## config.mk

```make
export PLATFORM = sky130hd
export DESIGN_NAME = qnn_fifo
export DESIGN_NICKNAME = d
export VERILOG_FILES = /design/src/design/qnn_fifo.sv
export SDC_FILE = /design/constraint.sdc
export NUM_CORES = 1
export LEC_CHECK = 0
export CORE_MARGIN = 5
export CORE_UTILIZATION = 60
export CTS_CLUSTER_DIAMETER = 200
export CTS_CLUSTER_SIZE = 14
export DETAILED_ROUTE_END_ITERATION = 6
export DONT_BUFFER_PORTS = 1
export PLACE_DENSITY = 0.81
export RECOVER_POWER = 50
export SLEW_MARGIN = 20
export SYNTH_ARGS = -nofsm -noshare
export SYNTH_HDL_FRONTEND = slang
export SYNTH_SLANG_ARGS = --single-unit
```

## constraint.sdc

```tcl
create_clock -name clk -period 2.72 [get_ports clk]
set_input_delay 0.136 -clock clk [delete_from_list [all_inputs] [get_ports clk]]
set_output_delay 0.136 -clock clk [all_outputs]
set_load 0.02 [all_outputs]
```

## src/design/qnn_fifo.sv

```systemverilog
// ----------------------------------------------------------------------------
// qnn_fifo
// Small register queue with push/full and pop/empty; head shown while not empty.
// ----------------------------------------------------------------------------
module qnn_fifo #(
    parameter int WIDTH = 8,
    parameter int DEPTH = 4
) (
    input  logic             clk,
    input  logic             rst_n,
    input  logic             push,
    output logic             full,
    input  logic [WIDTH-1:0] din,
    input  logic             pop,
    output logic             empty,
    output logic [WIDTH-1:0] dout
);
    localparam int AW = $clog2(DEPTH);
    localparam int CW = $clog2(DEPTH + 1);

    logic [WIDTH-1:0] mem_reg [DEPTH];
    logic [AW-1:0]    wr_ptr_reg, wr_ptr_next;
    logic [AW-1:0]    rd_ptr_reg, rd_ptr_next;
    logic [CW-1:0]    count_reg, count_next;
    logic             wr_go, rd_go;

    assign full  = (count_reg == CW'(DEPTH));
    assign empty = (count_reg == '0);
    assign wr_go = push && !full;
    assign rd_go = pop && !empty;
    assign dout  = mem_reg[rd_ptr_reg];

    always_comb
    begin
        wr_ptr_next = wr_ptr_reg;
        rd_ptr_next = rd_ptr_reg;
        count_next  = count_reg;
        if (wr_go)
        begin
            wr_ptr_next = (wr_ptr_reg == AW'(DEPTH - 1)) ? '0 : wr_ptr_reg + 1'b1;
        end
        if (rd_go)
        begin
            rd_ptr_next = (rd_ptr_reg == AW'(DEPTH - 1)) ? '0 : rd_ptr_reg + 1'b1;
        end
        if (wr_go && !rd_go)
        begin
            count_next = count_reg + 1'b1;
        end
        else if (rd_go && !wr_go)
        begin
            count_next = count_reg - 1'b1;
        end
    end

    always_ff @(posedge clk or negedge rst_n)
    begin
        if (!rst_n)
        begin
            wr_ptr_reg <= '0;
            rd_ptr_reg <= '0;
            count_reg  <= '0;
        end
        else
        begin
            wr_ptr_reg <= wr_ptr_next;
            rd_ptr_reg <= rd_ptr_next;
            count_reg  <= count_next;
        end
    end

    always_ff @(posedge clk)
    begin
        if (wr_go)
        begin
            mem_reg[wr_ptr_reg] <= din;
        end
    end

`ifndef SYNTHESIS
    a_count_bound: assert property (@(posedge clk) disable iff (!rst_n)
        count_reg <= CW'(DEPTH)) else $error("queue count over depth");
    a_count_inc: assert property (@(posedge clk) disable iff (!rst_n)
        (wr_go && !rd_go) |=> (count_reg == $past(count_reg) + 1'b1))
        else $error("queue count did not grow on transfer in");
    a_count_dec: assert property (@(posedge clk) disable iff (!rst_n)
        (rd_go && !wr_go) |=> (count_reg == $past(count_reg) - 1'b1))
        else $error("queue count did not shrink on transfer out");
`endif

endmodule

```

### Word-level counts from Yosys, hierarchy flattened

Memory sizes are Yosys's and may differ from the RTL's.
Cells that the tools add are included.

* word-level logic and storage cells: 27
* memories kept: 1
* input port bits: 12
* register bits: 7
* RAM bits: 32

Memory list
* mem_reg: depth 4, bits a word 8, read ports 1, clocked after memory_dff 0, wr ports 1, RTL line 21 `logic [WIDTH-1:0] mem_reg [DEPTH];`

* multiplexer cells: 6
* $add $sub $neg: 4
* reductions and logical operators: 10
* equality and inequality tests: 3

Operators by type and width (number)
* 3-bit two-way mux: 2
* 2-bit by 1-bit adder with 2-bit output (second input constant): 2
* 2-bit == test (second input constant): 2
* 1-bit logical AND: 4
* 1-bit logical NOT: 4
* 2-bit two-way mux: 2
* 3-bit by 1-bit adder with 3-bit output (second input constant): 1
* 3-bit == test (second input constant): 1
* 3-bit logical NOT: 1
* 3-bit by 1-bit subtractor with 3-bit output (second input constant): 1
* 1-bit two-way mux: 2
* 2-bit nonzero test: 1

### Depth between registers and ports, before layout

* word-level depth: 7
* depth in mapped cells: 9
* mapped depth without buffers: 8

### Worst setup path after synthesis

OpenSTA, ideal clock, no wires.

* kind: register to register
* from: reg count_reg[0]
* to: reg count_reg[2]
* stages on the path, launching flop included: 9
* arrival: 2.234 ns
* path slack: 0.407 ns
* library setup time: 0.079 ns
* required time: 2.641 ns
* cell sequence: dfrtp_1 > nor3_1 > nand2b_4 > ha_1 > inv_1 > fa_1 > xor2_1 > nor2_1 > xor2_1

* longest elaborated chain between the ends: 6

RTL lines
* start, declared: RTL line 24 `logic [CW-1:0] count_reg, count_next;`
* start signal, assigned: RTL line 68 `count_reg <= count_next;`
* 3-bit logical NOT *: RTL line 28 `assign empty = (count_reg == '0);`
* named net empty: RTL line 15 `output logic empty,`
* 1-bit logical NOT *: RTL line 30 `assign rd_go = pop && !empty;`
* 1-bit logical AND *: RTL line 30
* 1-bit logical NOT: RTL line 46 `if (wr_go && !rd_go)`
* 1-bit logical AND: RTL line 46
* 3-bit two-way mux or 2-bit nonzero test (tied branches)

Mark *: on every way through the listed nets, which the timed path passes. The rest lies on a longest branch. The select of a mux whose other input is x is not followed.
A chain may end at the register's enable or synchronous reset.

### Worst setup path after layout

* from: reg count_reg[0]
* to: reg count_reg[2]

* longest elaborated chain between the ends: 6

RTL lines
* branches (longest 6 deep; another with 3-bit by 1-bit subtractor with 3-bit output)

Several ways; the timed one is not identified. The select of a mux whose other input is x is not followed.

==> metrics.md <==
| Metric | Value |
|---|---|
| Outcome | complete, no violations |
| VDD IR-drop max | 0.00106 V |
| Vias in the first global route | 818 |
| Initial antenna violation count | 0 |
| Initial drt markers | 18 |
| Worst Skew | 0.00737 ns |
| Max Cap Viol | 0 |
| Largest register FFs | 32 |
| Hold Vio Cnt, Final | 0 |
| Final Non-Filler Cells | 124 |
| Final setup vio count | 0 |
| Total CTS buffers | 5 |
| Clock Sinks | 39 |
| # resized after CTS | 0 |
| Die width | 62.0 um |
| Via/cell ratio | 5.89 |
| Setup crit start kind | flip-flop |
| Pwr/cell area | 1110 nW/um^2 |
| Syn Nets | 98 |
| Synth Register Bits | 39 |
| Synth top area share | 59.3% |
| Routed WL per cell | 20.4 um |
| Final Util | 72.4% |
| Synth unique cells | 19 |
| Chip height | 62.0 um |
| Seq/Total Area, Yosys | 70.1% |
| Worst-Margin Slew | 0.595 ns |
| Clk pin slew, worst setup/hold paths | 0.11 ns |
| Design Power | 0.00203 W |
| GRT Util Overall | 16.4% |
| Critical Path Most Common Cell | xor2_1 |
| Avg Inst Size Synth | 20.5 um^2 |
| Syn Std Cell Area | 1620 um^2 |
| WL final | 2.52 mm |
| Top post-synthesis cells by area | edfxtp_1, mux4_2, dfrtp_1 |
| WP data required | 2.96 ns |
| Post-DP HPWL | 1.72 mm |
| Post-placement cell count | 107 |
| Synth-to-Final Area Change | 12.7% |
| Gpl congestion | 0.678 |
| Yosys top cell by area | edfxtp_1 |
| Core Region | 2520 um^2 |
| Nets | 112 |
| Layout cells sized above 1 | 27.7% |
| CP bufs+invs | 2 |
| Largest net degree at the start of global routing | 13 |
| CP peak stage delay | 0.48 ns |
| IO Count | 22 |
| Setup TNS | 0 ns |
| Crit-path max FO | 4 |
| Async SR Flop Fraction | 17.9% |
| Hold crit path type | in2reg |
| Fin Hold WS | 0.0247 ns |
| Global-route wire length before repair | 4.13 mm |
| Crit Path Category | reg2reg |
| Latest clock arrival within the worst-skew pair | 0.34 ns |
| IO Port Bufs | 0 |
| Maximum buffer depth of the clock tree | 2 |
| Via count | 730 |
| Crit-path slowest cell | dfrtp_1 |
| Leakage power | 0.654 nW |
| Slew margin rel. | 60.3% |
| Achievable Freq | 414 MHz |
| Post-Route M1 WL | 969 um |
| Die area | 3840 um^2 |
| Worst path cell trace | nor3_1 > clkbuf_1 > nand2b_4 > ha_1 > inv_1 > fa_1 > xor2_1 > nor2_1 > xor2_1 |
| N_diodes | 0 |
| CTS tree | done |
| Unrepaired setup endpoints after global routing | false |
| Arr. time, crit path | 2.65 ns |
| Root buffer cell | clkbuf_4 |
| Final period util | 88.8% |
| Synth Flop Type | edfxtp_1 |
| DR pass1 iterations | 4 |
| Wire length on met3 | 130 um |
| Max Used Layer | met4 |
| Rows | 18 |
| DR DRC count | 0 |
| Post-synth EDFFs | 32 |
| Final ANT Viol Nets | 0 |
| Cell count after synthesis | 79 |
| H-tree depth | 2 |
| Initial Utilization | 64.2% |
| Wire length on met2 | 1.36 mm |
| Crit. End Element | flip-flop |
| Crit path time final | 2.42 ns |
| Yosys synthesis warning count | 0 |
| Congestion Overflow GR | 0 |
| Top Family by Delay on Critical Path | adder cells |
| Final max-slew violation count | 0 |
## report_power, final
| part | switching, W | internal (W) | leakage, nW | total (W) |
|---|---|---|---|---|
| combinational | 0.000321 | 0.000292 | 0.227 | 0.000613 |
| sequential | 0.000147 | 0.000808 | 0.375 | 0.000954 |
| clock | 0.000175 | 0.000287 | 0.0525 | 0.000462 |
| total | 0.000642 | 0.00139 | 0.654 | 0.00203 |
## through the flow
step                instance area, um^2  worst slack (ns)
floorplan                          1620             0.407
global placement                   1650             0.692
detailed placement                 1650             0.563
CTS                                1840             0.500
global route                       1830             0.276
finish                             1830             0.303
## metal layers
layer	up-vias	GRT usage [%]
met1	371	18.3
met3	8	5.17
met4	0	9.09
met5	-	0
li1	330	-
met2	21	27.8
## Yosys cell counts (all sizes together) (2+ instances only)
library cell and number:
mux2 5, nor2 3, and2 4, buf 3
edfxtp 32, dfrtp 7, ha 6, mux4 8
xor2 2, inv 3
## worst paths after layout
path / start / end / slack (ns) / depth (start not counted)
max: count_reg[0] / count_reg[2] / 0.30 / 9
min: pop / rd_ptr_reg[1] / 0.02 / 2
max reg2reg: count_reg[0] / count_reg[2] / 0.30 / 9
min reg2reg: count_reg[2] / count_reg[2] / 0.53 / 1
max in group asynchronous: rst_n / rd_ptr_reg[0] / 2.37 / 1
min in group asynchronous: rst_n / count_reg[1] / 0.11 / 1
## what timing repair did
action,4_1_cts,5_1_grt
setup buffers,0,0
setup endpoints to repair,0,0
hold buffers,9,0
hold endpoints to repair,39,0
## logic make-up after synthesis
logic type    after synthesis  synth area share (%)
xor+xnor                    3                  1.62
buf+inv                     6                  1.93
mux                        13                  15.1
simple gates               11                  5.41
fa+ha+maj                   7                  5.87
flops                      39                  70.1
## layout by cell type, fill, tap and decap left out, drive strengths merged
cell type	instances
nand2b	1
nor2	3
ha	6
nor3b	1
fa	1
inv	3
nor3	1
xor2	2
and2	4
dfrtp	7
edfxtp	32
bufinv	2
dlygate4sd3	9
mux4	8
xnor2	1
nor2b	1
clkbuf	7
mux2	5
## layout make-up
cell class,instances,area (um^2)
Multi-Input combinational cell,34,447
Inverter,3,11.3
Tap cell,30,37.5
Clock buffer,6,41.3
Timing Repair Buffer,10,93.8
Sequential cell,39,1140
Clock inverter,2,60.1
Fill cell,151,696
Note: power is estimated with default switching activity, not from simulation.
